## config.mk

```make
export PLATFORM = sky130hd
export DESIGN_NAME = compare_capture_timer_core
export DESIGN_NICKNAME = d
export VERILOG_FILES = /design/src/rtl/cct_pkg.sv /design/src/rtl/cct_timer.sv /design/src/rtl/compare_capture_timer_core.sv
export SDC_FILE = /design/constraint.sdc
export NUM_CORES = 1
export LEC_CHECK = 0
export ABC_AREA = 1
export BUFFER_PORTS_ARGS = -buffer_cell sky130_fd_sc_hd__buf_4
export CAP_MARGIN = 5
export CORE_UTILIZATION = 57
export CTS_BUF_LIST = sky130_fd_sc_hd__clkbuf_4 sky130_fd_sc_hd__clkbuf_8
export CTS_CLUSTER_DIAMETER = 150
export DETAILED_ROUTE_END_ITERATION = 8
export PLACE_DENSITY = 0.79
export SLEW_MARGIN = 20
export SYNTH_ARGS = -nofsm -noshare
export SYNTH_HDL_FRONTEND = slang
export SYNTH_SLANG_ARGS = --single-unit
```

## constraint.sdc

```tcl
create_clock -name clock -period 3.3 [get_ports clock]
set_clock_uncertainty 0.2 [all_clocks]
set_input_delay 0.66 -clock clock [delete_from_list [all_inputs] [get_ports clock]]
set_output_delay 0.66 -clock clock [all_outputs]
set_load 0.02 [all_outputs]
```

## src/rtl/cct_pkg.sv

```systemverilog
// shared types, codes and constants of the compare/capture timer
// no dependencies; imported by cct_timer and compare_capture_timer_core
`default_nettype none

package cct_pkg;

   // item kinds carried on the request tuser
   typedef enum logic [1:0] {
      KIND_TICK  = 2'd0,
      KIND_READ  = 2'd1,
      KIND_WRITE = 2'd2,
      KIND_TIN   = 2'd3
   } kind_type;

   // register map
   localparam logic [2:0] REG_CTRL     = 3'd0;
   localparam logic [2:0] REG_PRESCALE = 3'd1;
   localparam logic [2:0] REG_COMPARE  = 3'd2;
   localparam logic [2:0] REG_CAPTURE  = 3'd3;
   localparam logic [2:0] REG_COUNT    = 3'd4;
   localparam logic [2:0] REG_STATUS   = 3'd5;

   // control register bit positions
   localparam int CTL_EN      = 0;
   localparam int CTL_SRC_LO  = 1;
   localparam int CTL_COMPEN  = 4;
   localparam int CTL_CAPTEN  = 5;
   localparam int CTL_MODE_LO = 6;
   localparam int CTL_FREERUN = 8;
   localparam int CTL_SOFTRST = 15;

   // clock source codes
   localparam logic [2:0] SRC_TICK     = 3'd1;
   localparam logic [2:0] SRC_TICK_DIV = 3'd2;

   // capture mode codes
   localparam logic [1:0] CAP_RISE = 2'd1;
   localparam logic [1:0] CAP_FALL = 2'd2;
   localparam logic [1:0] CAP_ANY  = 2'd3;

   // status bit positions
   localparam int ST_COMP = 0;
   localparam int ST_CAPT = 1;

   localparam int PRESCALE_W = 11;
   localparam int DIV_W      = 16;
   localparam logic [DIV_W-1:0] SLOW_CLOCK_DIVIDER = 16'd1464;

   typedef struct packed {
      kind_type    kind;
      logic [2:0]  reg_index;
      logic [31:0] write_data;
      logic        tin_level;
   } item_type;

   typedef struct packed {
      logic [31:0] read_data;
      logic        irq_n;
      logic        compare_hit;
   } result_type;

   typedef struct packed {
      logic enable;
      logic count_zero;
   } timer_status_type;

endpackage

`default_nettype wire

```

## src/rtl/cct_timer.sv

```systemverilog
// timer register file and the single-pass update for one item
// depends on cct_pkg
`default_nettype none

module cct_timer (
   input  wire logic                      clock,
   input  wire logic                      reset,
   input  wire logic                      advance,
   input  wire cct_pkg::item_type         item,
   output cct_pkg::result_type            result,
   output cct_pkg::timer_status_type      status
);
   import cct_pkg::*;

   logic [31:0]           ctrl_ff, ctrl_in;
   logic [PRESCALE_W-1:0] prescale_ff, prescale_in;
   logic [31:0]           compare_ff, compare_in;
   logic [31:0]           capture_ff, capture_in;
   logic [31:0]           count_ff, count_in;
   logic [1:0]            status_ff, status_in;
   logic [DIV_W-1:0]      psc_cnt_ff, psc_cnt_in;

   logic [2:0]            src;
   logic [1:0]            cap_mode;
   logic [PRESCALE_W:0]   period;
   logic [DIV_W-1:0]      divider;
   logic [DIV_W:0]        psc_next;
   logic [31:0]           count_inc;
   logic                  take;
   logic                  hit;
   logic [31:0]           rd;

   assign src      = ctrl_ff[CTL_SRC_LO +: 3];
   assign cap_mode = ctrl_ff[CTL_MODE_LO +: 2];
   assign period   = {1'b0, prescale_ff} + {{PRESCALE_W{1'b0}}, 1'b1};
   assign psc_next = {1'b0, psc_cnt_ff} + {{DIV_W{1'b0}}, 1'b1};
   assign count_inc = count_ff + 32'd1;

   always_comb begin
      priority if (src == SRC_TICK) begin
         divider = DIV_W'({period, 1'b0});
      end else if (src == SRC_TICK_DIV) begin
         divider = DIV_W'({period, 3'b000});
      end else if (src[2]) begin
         divider = SLOW_CLOCK_DIVIDER;
      end else begin
         divider = '0;
      end
   end

   assign take = (cap_mode == CAP_ANY) ||
                 ((cap_mode == CAP_RISE) && item.tin_level) ||
                 ((cap_mode == CAP_FALL) && !item.tin_level);

   always_comb begin
      ctrl_in     = ctrl_ff;
      prescale_in = prescale_ff;
      compare_in  = compare_ff;
      capture_in  = capture_ff;
      count_in    = count_ff;
      status_in   = status_ff;
      psc_cnt_in  = psc_cnt_ff;
      hit         = 1'b0;
      rd          = '0;
      unique case (item.kind)
         KIND_TICK: begin
            if (!ctrl_ff[CTL_EN]) begin
               count_in = '0;
            end else if (divider != '0) begin
               if (psc_next < {1'b0, divider}) begin
                  psc_cnt_in = psc_next[DIV_W-1:0];
               end else begin
                  psc_cnt_in = '0;
                  count_in   = count_inc;
                  // zero compare never matches; the wrap to zero is not a hit
                  if (count_inc == compare_ff && compare_ff != '0) begin
                     status_in[ST_COMP] = 1'b1;
                     hit                = 1'b1;
                     if (!ctrl_ff[CTL_FREERUN]) begin
                        count_in = '0;
                     end
                  end
               end
            end
         end
         KIND_READ: begin
            unique case (item.reg_index)
               REG_CTRL:     rd = ctrl_ff;
               REG_PRESCALE: rd = {{(32-PRESCALE_W){1'b0}}, prescale_ff};
               REG_COMPARE:  rd = compare_ff;
               REG_CAPTURE:  rd = capture_ff;
               REG_COUNT:    rd = count_ff;
               REG_STATUS:   rd = {30'd0, status_ff};
               default:      rd = '0;
            endcase
         end
         KIND_WRITE: begin
            unique case (item.reg_index)
               REG_CTRL: begin
                  if (item.write_data[CTL_SOFTRST]) begin
                     // soft reset keeps only the enable bit
                     ctrl_in     = {31'd0, ctrl_ff[CTL_EN]};
                     prescale_in = '0;
                     compare_in  = '1;
                     capture_in  = '0;
                     count_in    = '0;
                     status_in   = '0;
                     psc_cnt_in  = '0;
                  end else begin
                     ctrl_in = item.write_data;
                     if (!item.write_data[CTL_EN]) begin
                        count_in = '0;
                     end
                  end
               end
               REG_PRESCALE: prescale_in = item.write_data[PRESCALE_W-1:0];
               REG_COMPARE:  compare_in  = item.write_data;
               REG_STATUS:   status_in   = status_ff & ~item.write_data[1:0];
               default: ;
            endcase
         end
         KIND_TIN: begin
            if (take) begin
               capture_in          = ctrl_ff[CTL_EN] ? count_ff : 32'd0;
               status_in[ST_CAPT]  = 1'b1;
            end
         end
         default: ;
      endcase
   end

   // interrupt follows the state left behind by this transaction
   assign result.read_data   = rd;
   assign result.compare_hit = hit;
   assign result.irq_n = !((ctrl_in[CTL_COMPEN] && status_in[ST_COMP]) ||
                           (ctrl_in[CTL_CAPTEN] && status_in[ST_CAPT]));

   assign status.enable     = ctrl_ff[CTL_EN];
   assign status.count_zero = (count_ff == '0);

   always_ff @(posedge clock) begin
      if (reset) begin
         ctrl_ff     <= '0;
         prescale_ff <= '0;
         compare_ff  <= '1;
         capture_ff  <= '0;
         count_ff    <= '0;
         status_ff   <= '0;
         psc_cnt_ff  <= '0;
      end else if (advance) begin
         ctrl_ff     <= ctrl_in;
         prescale_ff <= prescale_in;
         compare_ff  <= compare_in;
         capture_ff  <= capture_in;
         count_ff    <= count_in;
         status_ff   <= status_in;
         psc_cnt_ff  <= psc_cnt_in;
      end
   end

endmodule

`default_nettype wire

```

## src/rtl/compare_capture_timer_core.sv

```systemverilog
// top level of the compare/capture timer: request register, result register
// depends on cct_pkg and cct_timer
`default_nettype none

// The timer takes one transaction per clock (tick, register read, register
// write or TIN level change) while the response side does not stall, and
// returns exactly one response per transaction, in order. Each request is
// held in the request register, passes the single update pass, and its
// response is held in the response register. Stalls on the response side
// back up through the request register without losing data.
module compare_capture_timer_core (
   input  wire logic        clock,
   input  wire logic        reset,
   input  wire logic        req_tvalid,
   output logic             req_tready,
   input  wire logic [39:0] req_tdata,  // reg_index[2:0], write_data[34:3], tin_level[35], zero
   input  wire logic [1:0]  req_tuser,  // kind[1:0]
   output logic             rsp_tvalid,
   input  wire logic        rsp_tready,
   output logic [39:0]      rsp_tdata   // read_data[31:0], irq_n[32], compare_hit[33], zero
);
   import cct_pkg::*;

   item_type         item_ff, item_in;
   logic             item_valid_ff;
   result_type       rsp_ff, result;
   logic             rsp_valid_ff;
   timer_status_type tstat;
   logic             out_free;
   logic             advance;

   assign out_free   = !rsp_valid_ff || rsp_tready;
   assign advance    = item_valid_ff && out_free;
   assign req_tready = !item_valid_ff || advance;

   assign item_in.kind       = kind_type'(req_tuser);
   assign item_in.reg_index  = req_tdata[2:0];
   assign item_in.write_data = req_tdata[34:3];
   assign item_in.tin_level  = req_tdata[35];

   cct_timer u_timer (
      .clock   (clock),
      .reset   (reset),
      .advance (advance),
      .item    (item_ff),
      .result  (result),
      .status  (tstat)
   );

   always_ff @(posedge clock) begin
      if (reset) begin
         item_valid_ff <= 1'b0;
         rsp_valid_ff  <= 1'b0;
      end else begin
         if (req_tready) begin
            item_valid_ff <= req_tvalid;
         end
         if (out_free) begin
            rsp_valid_ff <= item_valid_ff;
         end
      end
      if (req_tready && req_tvalid) begin
         item_ff <= item_in;
      end
      if (advance) begin
         rsp_ff <= result;
      end
   end

   assign rsp_tvalid = rsp_valid_ff;
   assign rsp_tdata  = {6'd0, rsp_ff.compare_hit, rsp_ff.irq_n, rsp_ff.read_data};

`ifndef SYNTHESIS
   a_hit_only_on_tick: assert property (@(posedge clock) disable iff (reset)
      advance && result.compare_hit |-> item_ff.kind == KIND_TICK)
      else $error("compare hit from a non-tick transaction");

   a_read_data_zero: assert property (@(posedge clock) disable iff (reset)
      advance && item_ff.kind != KIND_READ |-> result.read_data == '0)
      else $error("nonzero read data on a non-read transaction");

   a_count_held_when_off: assert property (@(posedge clock) disable iff (reset)
      !tstat.enable |-> tstat.count_zero)
      else $error("count moved while timer disabled");

   a_response_follows: assert property (@(posedge clock) disable iff (reset)
      advance |=> rsp_tvalid)
      else $error("processed transaction produced no response");
`endif

endmodule

`default_nettype wire

```

==> results.toml, run 1 <==
[logic_synthesis]
synth-edff-count = 72
synthCells = 1628
synthArstFlopShare = 0
ys_top_cells_by_area = "dfxtp_1 (26%), edfxtp_1 (18%), nand2_1 (11%)"
synth_top_area_cell = "dfxtp_1"
yosysMostFrequentCell = "nand2_1"
synth_area_mm2 = 0.0122
synthTopCellsByCount = "nand2_1 (345), nor2_1 (175), nand3_1 (167)"
ys_warn_count = 0
synthDominantCellAreaShare = 0.259
seq_area_frac_synth = 0.437
syn_avg_cell_area_um2 = 7.49
synth_ff_type = "dfxtp_1"
synth_seq_cells = 230
ys_types = 53

[global_routing]
grt_max_degree = 46
grt_pass1_vias = 12000
antenna_found_initial = 0
gr-total-overflow = 0
grt_pass1_wl_um = 62800
gr-usage-all-layers = 0.368

[run_status]
status = "finished, final reports clean"

[clock_tree]
htree_levels = 2
hold_buffers = 0
clk_latency_ns = 0.56
cts_tree = "yes"
clock_path_buffers = 3
cts_inserted_buffers = 41
cts.reportedPaths.clkPinSlew_ns = 0.06
cts_sinks = 230
cts-root-buf = "clkbuf_8"

[drt]
routed_wl_um = 41400
wl_per_cell_um = 20.0
drc = 0
drtPass1Iterations = 6
vias = 12700
detail-route-antenna-nets = 0
drt-initial-drc-count = 1444
vias_per_cell = 6.15

[timing]
min_period_ns = 3.26
fmax_mhz = 307
setup_violations = 0
worst_slack_ns = 0.0390
rsz0062_at_grt = "yes"
worstMarginPinSlew_ns = 0.892
max-slew-margin-rel = 0.405
fin_crit_sh = 0.988
hold_viol_final = 0
drv_slew = 0

[final_layout]
final_layout_size_suffix_gt1_frac = 0.206
finalNetCount = 1824
diodes = 0
area_growth_pct = 23.1

[setup_path]
path_max_fanout = 8
startpoint_type = "flip-flop"
crit_required_ns = 3.53
reg2reg_slack_ns = 0.04
rr_worst_depth = 22
crit_arrival_ns = 3.49
r2r-end = "u_timer.count_ff[12]"
rr_startpoint = "u_timer.psc_cnt_ff[1]"
endpoint_kind = "flip-flop"
path_class = "reg2reg"

[min_path]
hold_end = "item_ff[11]"
worstHoldStart = "req_tdata[13]"
whs_path_depth = 1
hp-class = "in2reg"

[placement]
dp_slack_ns = -0.144
port_buffers = 77
gp_congestion = 1.00
dp_hpwl_um = 27800

[pwr]
peakVddDrop_v = 0.000359
leakage_uw = 0.00596
power_uw = 6470
power_density_mw_per_mm2 = 431

[floorplan]
dieArea_mm2 = 0.0220
core_mm2 = 0.0210
rows = 53
start_util = 0.580
boundaryPins = 88
die_h_um = 148
die_w_um = 148

[flow_run]
max_cap_violations = 0
[layer usage]
metal  wire length [um]  track usage  vias up
met3               4580       0.0960      167
met5                  0            0        -
met4               1770        0.177        0
li1                   -            -     5839
met1              16600        0.476     5922
met2              18500        0.572      804
[state kept, by name, summed over array words and instances, names as in the netlist]
register,cells
u_timer.compare_ff,32
u_timer.prescale_ff,11
u_timer.capture_ff,32
rsp_tdata,34
item_valid_ff,1
u_timer.count_ff,32
item_ff,38
rsp_tvalid,1
u_timer.status_ff,2
u_timer.ctrl_ff,31
u_timer.psc_cnt_ff,16
[cells by family (layout without fill, tap and decap cells)]
group	after synthesis	in the layout	share of synthesized area
fa+ha+maj	16	16	0.0164
flops	230	230	0.437
simple gates	770	770	0.276
xor+xnor	23	23	0.0194
compound gates	345	345	0.171
other cells	1	6	0.000308
buf+inv	243	405	0.0796
[power breakdown]
group / switching [uW] / internal (uW) / total (uW)
Clock: 1230 / 1590 / 2820
Combinational: 363 / 202 / 565
Sequential: 78.7 / 3000 / 3080
Total: 1670 / 4800 / 6470
[worst max path at each step]
stage,endpoint,cells after the start,from
after floorplan,u_timer.count_ff[1],21,u_timer.psc_cnt_ff[0]
after global placement,u_timer.count_ff[21],21,u_timer.psc_cnt_ff[0]
after detailed placement,u_timer.count_ff[2],21,u_timer.psc_cnt_ff[0]
after CTS,u_timer.count_ff[17],23,u_timer.psc_cnt_ff[0]
after global routing,u_timer.count_ff[1],23,u_timer.psc_cnt_ff[1]
final,u_timer.count_ff[12],22,u_timer.psc_cnt_ff[1]
[through the flow]
step	utilization	setup TNS [ns]	std cells	cell area, um2	hold WS [ns]
2_1_floorplan	-	0	1633	12200	0.237
3_3_place_gp	0.639	-0.710	1974	13400	0.251
3_5_place_dp	0.639	-3.41	1974	13400	0.257
4_1_cts	0.695	-1.19	2063	14600	0.0598
5_1_grt	0.714	-3.44	2070	15000	0.0690
6_report	0.714	0	2070	15000	0.0772
[final cells by class]
| class | count | area (um2) |
|---|---|---|
| clock buffer | 69 | 831 |
| timing repair buffer | 174 | 1510 |
| inverter | 155 | 582 |
| multi-input combinational | 1160 | 6360 |
| fill | 1668 | 6020 |
| tap | 275 | 344 |
| clock inverter | 7 | 43.8 |
| sequential | 230 | 5340 |
[cells in the final DEF, fill, tap and decap left out, types with 7 or more instances in the layout]
master	count
dfxtp_1	152
inv_1	147
buf_12	10
o221ai_1	11
a21oi_1	83
a22oi_1	27
nand3b_1	8
inv_2	7
o22ai_1	11
ha_1	9
a21oi_2	30
o211ai_1	32
nand4_1	30
o21ai_0	64
nand3_1	161
xor2_1	17
a211oi_1	21
nand2_1	341
nand2_2	7
nor2_1	163
nor2_2	16
nor3_1	10
clkbuf_4	19
nor2_4	9
o21ai_2	14
buf_4	155
a221oi_1	16
o21ai_1	18
clkbuf_8	50
edfxtp_1	72
[critical path, cell delays in order, from the launching register on]
cell       delay [ns]
dfxtp_4          0.37
ha_4             0.16
nand3_4          0.09
nor2_4           0.11
nand3_2          0.10
nor2_4           0.12
nand3_2          0.10
nor2_2           0.11
xor2_1           0.19
inv_1            0.10
ha_4             0.27
nand2_1          0.04
inv_1            0.05
nand4_1          0.10
nor2_1           0.15
nor2_2           0.07
nand2_2          0.08
nand2_4          0.09
a21oi_4          0.16
buf_12           0.15
buf_12           0.13
clkbuf_16        0.17
a21oi_2          0.06
[repair_timing]
| item | in CTS | in global routing |
|---|---|---|
| setup buffers | 10 | 8 |
| gates resized for setup | 23 | 123 |
| cloned | 3 | 2 |
| setup endpoints to repair | 33 | 50 |
| pin swaps | 12 | 56 |
Power figures use the tool's default switching activity.
==> run 2: changes to the inputs <==
--- a/config.mk
+++ b/config.mk
@@ -8,11 +8,10 @@
 export ABC_AREA = 1
 export BUFFER_PORTS_ARGS = -buffer_cell sky130_fd_sc_hd__buf_4
 export CAP_MARGIN = 5
-export CORE_UTILIZATION = 57
+export CORE_UTILIZATION = 40
 export CTS_BUF_LIST = sky130_fd_sc_hd__clkbuf_4 sky130_fd_sc_hd__clkbuf_8
 export CTS_CLUSTER_DIAMETER = 150
 export DETAILED_ROUTE_END_ITERATION = 8
-export PLACE_DENSITY = 0.79
 export SLEW_MARGIN = 20
 export SYNTH_ARGS = -nofsm -noshare
 export SYNTH_HDL_FRONTEND = slang
==> run 2 against run 1 <==
Against the previous run:
- hold slack worse by 0.015 ns
- via count is 4.0% lower
- clock power up 8.5%
- die area increased by 42%
- non-clock buffer count is 10 lower
- final area rose by 0.18%
- register-to-register slack worse by 0.03 ns
- flip-flop and latch count stayed put
- core utilization fell by 21 points
- final cell count is 5.2% higher
- sequential share of layout area fell by 0.096 points
- wire length rose by 2.4%
==> results.toml, run 2 (same netlist as run 1, synthesis figures left out) <==
[setup_path]
slowest_stage = "dfxtp_2"
endpoint_kind = "flip-flop"
crit_required_ns = 3.53
slowest_delay_ns = 0.35
path_class = "reg2reg"
path_max_fanout = 7
crit_arrival_ns = 3.52
startpoint_type = "flip-flop"
path_cells = "buf_4, nand3_2, nor4_2, buf_4, nand3_1, xor2_1, inv_1, ha_2, a21oi_2, nor2_1, a211oi_2, nor2_1, nor2_2, nand2_2, nand2_4, a21oi_4, buf_12, clkbuf_16, o21ai_0, a21oi_1"

[final_layout]
final_layout_size_suffix_gt1_frac = 0.183
largest_reg_flops = 38
finalNetCount = 1816
layout_common_cells = "nand2_1 (342), nor2_1 (165), nand3_1 (161)"
largest-register = "item_ff"
final_util = 0.504
instances_no_fill = 2178
final.fill_count = 2916
area_growth_pct = 23.3
layout_commonest_cell = "nand2_1"
diodes = 0

[drt]
vias = 12200
vias_per_cell = 5.61
wl_per_cell_um = 19.5
met1_length_um = 19100
topRoutingLayerUsed = "met4"
drtPass1Iterations = 5
routed_wl_um = 42400
detail-route-antenna-nets = 0
wl_met2_um = 19100
drt-initial-drc-count = 1161
met3_length_um = 3220
drc = 0

[timing]
whs_ns = 0.0617
drv_slew = 0
worst_slack_ns = 0.00533
max-slew-margin-rel = 0.461
setup_violations = 0
fin_crit_sh = 0.998
min_period_ns = 3.29
worstMarginPinSlew_ns = 0.807
fmax_mhz = 304
hold_viol_final = 0
rsz0062_at_grt = "yes"
tns_ns = 0

[floorplan]
die_w_um = 177
core_mm2 = 0.0298
dieArea_mm2 = 0.0312
rows = 63
die_h_um = 177
start_util = 0.409
boundaryPins = 88

[clock_tree]
cts_tree = "yes"
cts_sinks = 230
cts_inserted_buffers = 43
htree_levels = 2
clk_latency_ns = 0.58
cts.reportedPaths.clkPinSlew_ns = 0.06
clock_path_buffers = 3
cts-root-buf = "clkbuf_8"
hold_buffers = 0

[pwr]
p_switching_uw = 1760
swShare = 0.262
p_int_uw = 4950
clockPowerShare = 0.456
combPwrFrac = 0.085
power_density_mw_per_mm2 = 446
p_seq_frac = 0.459
leakage_uw = 0.00595
peakVddDrop_v = 0.000365

[global_routing]
gr-usage-all-layers = 0.272
grt_pass1_wl_um = 65800
grt_max_degree = 58
antenna_found_initial = 0
grt_pass1_vias = 11600
gr-total-overflow = 0

[placement]
dp_cells = 2082
port_buffers = 77
gp_congestion = 0.951
dp_hpwl_um = 29000
dp_slack_ns = -0.150

[min_path]
hp-class = "in2reg"

[flow_run]
max_cap_violations = 0

[run_status]
status = "finished, final reports clean"
-- run 2: layout make-up --
class                   count  area (um2)  share of cell area
clock buffers              59         756              0.0503
well taps                 390         488              0.0325
multi-input cells        1160        6190               0.412
inverters                 155         586              0.0390
clock inverters            20         190              0.0127
repair buffers            164        1490              0.0988
flip-flops and latches    230        5330               0.355
-- run 2: critical path, delay by kind of cell (launching register included) --
kind                     cells  cell delay (ns)
AO/OA/AOI/OAI                5             0.55
AND/OR/NAND/NOR              8             0.97
flip-flops                   1             0.35
adder cells (fa/ha/maj)      1             0.19
buffers and inverters        5             0.75
XOR/XNOR                     1             0.14
-- run 2: final timing paths --
path	startpoint	endpoint	slack, ns	cells past startpoint
setup / recovery	u_timer.psc_cnt_ff[0]	u_timer.count_ff[20]	0.005	20
hold / removal	req_tuser[0]	item_ff[36]	0.06	1
setup reg to reg	u_timer.psc_cnt_ff[0]	u_timer.count_ff[20]	0.005	20
hold reg to reg	u_timer.capture_ff[2]	u_timer.capture_ff[2]	0.26	2
-- run 2: power by group through the flow --
| stage | clock network (uW) | registers (uW) | logic, uW |
|---|---|---|---|
| 3_5_place_dp | 0 | 3140 | 499 |
| 2_1_floorplan | 0 | 3140 | 264 |
| 5_1_grt | 3210 | 3090 | 613 |
| 6_report | 3060 | 3080 | 568 |
| 3_3_place_gp | 0 | 3130 | 491 |
| 4_1_cts | 3090 | 3080 | 544 |
-- run 2: what timing repair did --
action	in CTS	in global routing
pin swaps	12	18
gates resized for setup	31	53
setup buffers	8	2
setup endpoints to repair	46	49
cloned	5	2
-- run 2: stage by stage --
step	cell area, um2	total power [uW]
after CTS	14800	6710
after global routing	15000	6910
after floorplan	12200	3400
after detailed placement	13500	3630
after global placement	13500	3630
final	15000	6700
-- run 2: metal layers --
layer,vias to the layer above,GRT usage
met5,-,0
met4,0,0.0808
met3,78,0.0497
met2,496,0.421
met1,5824,0.383
li1,5822,-
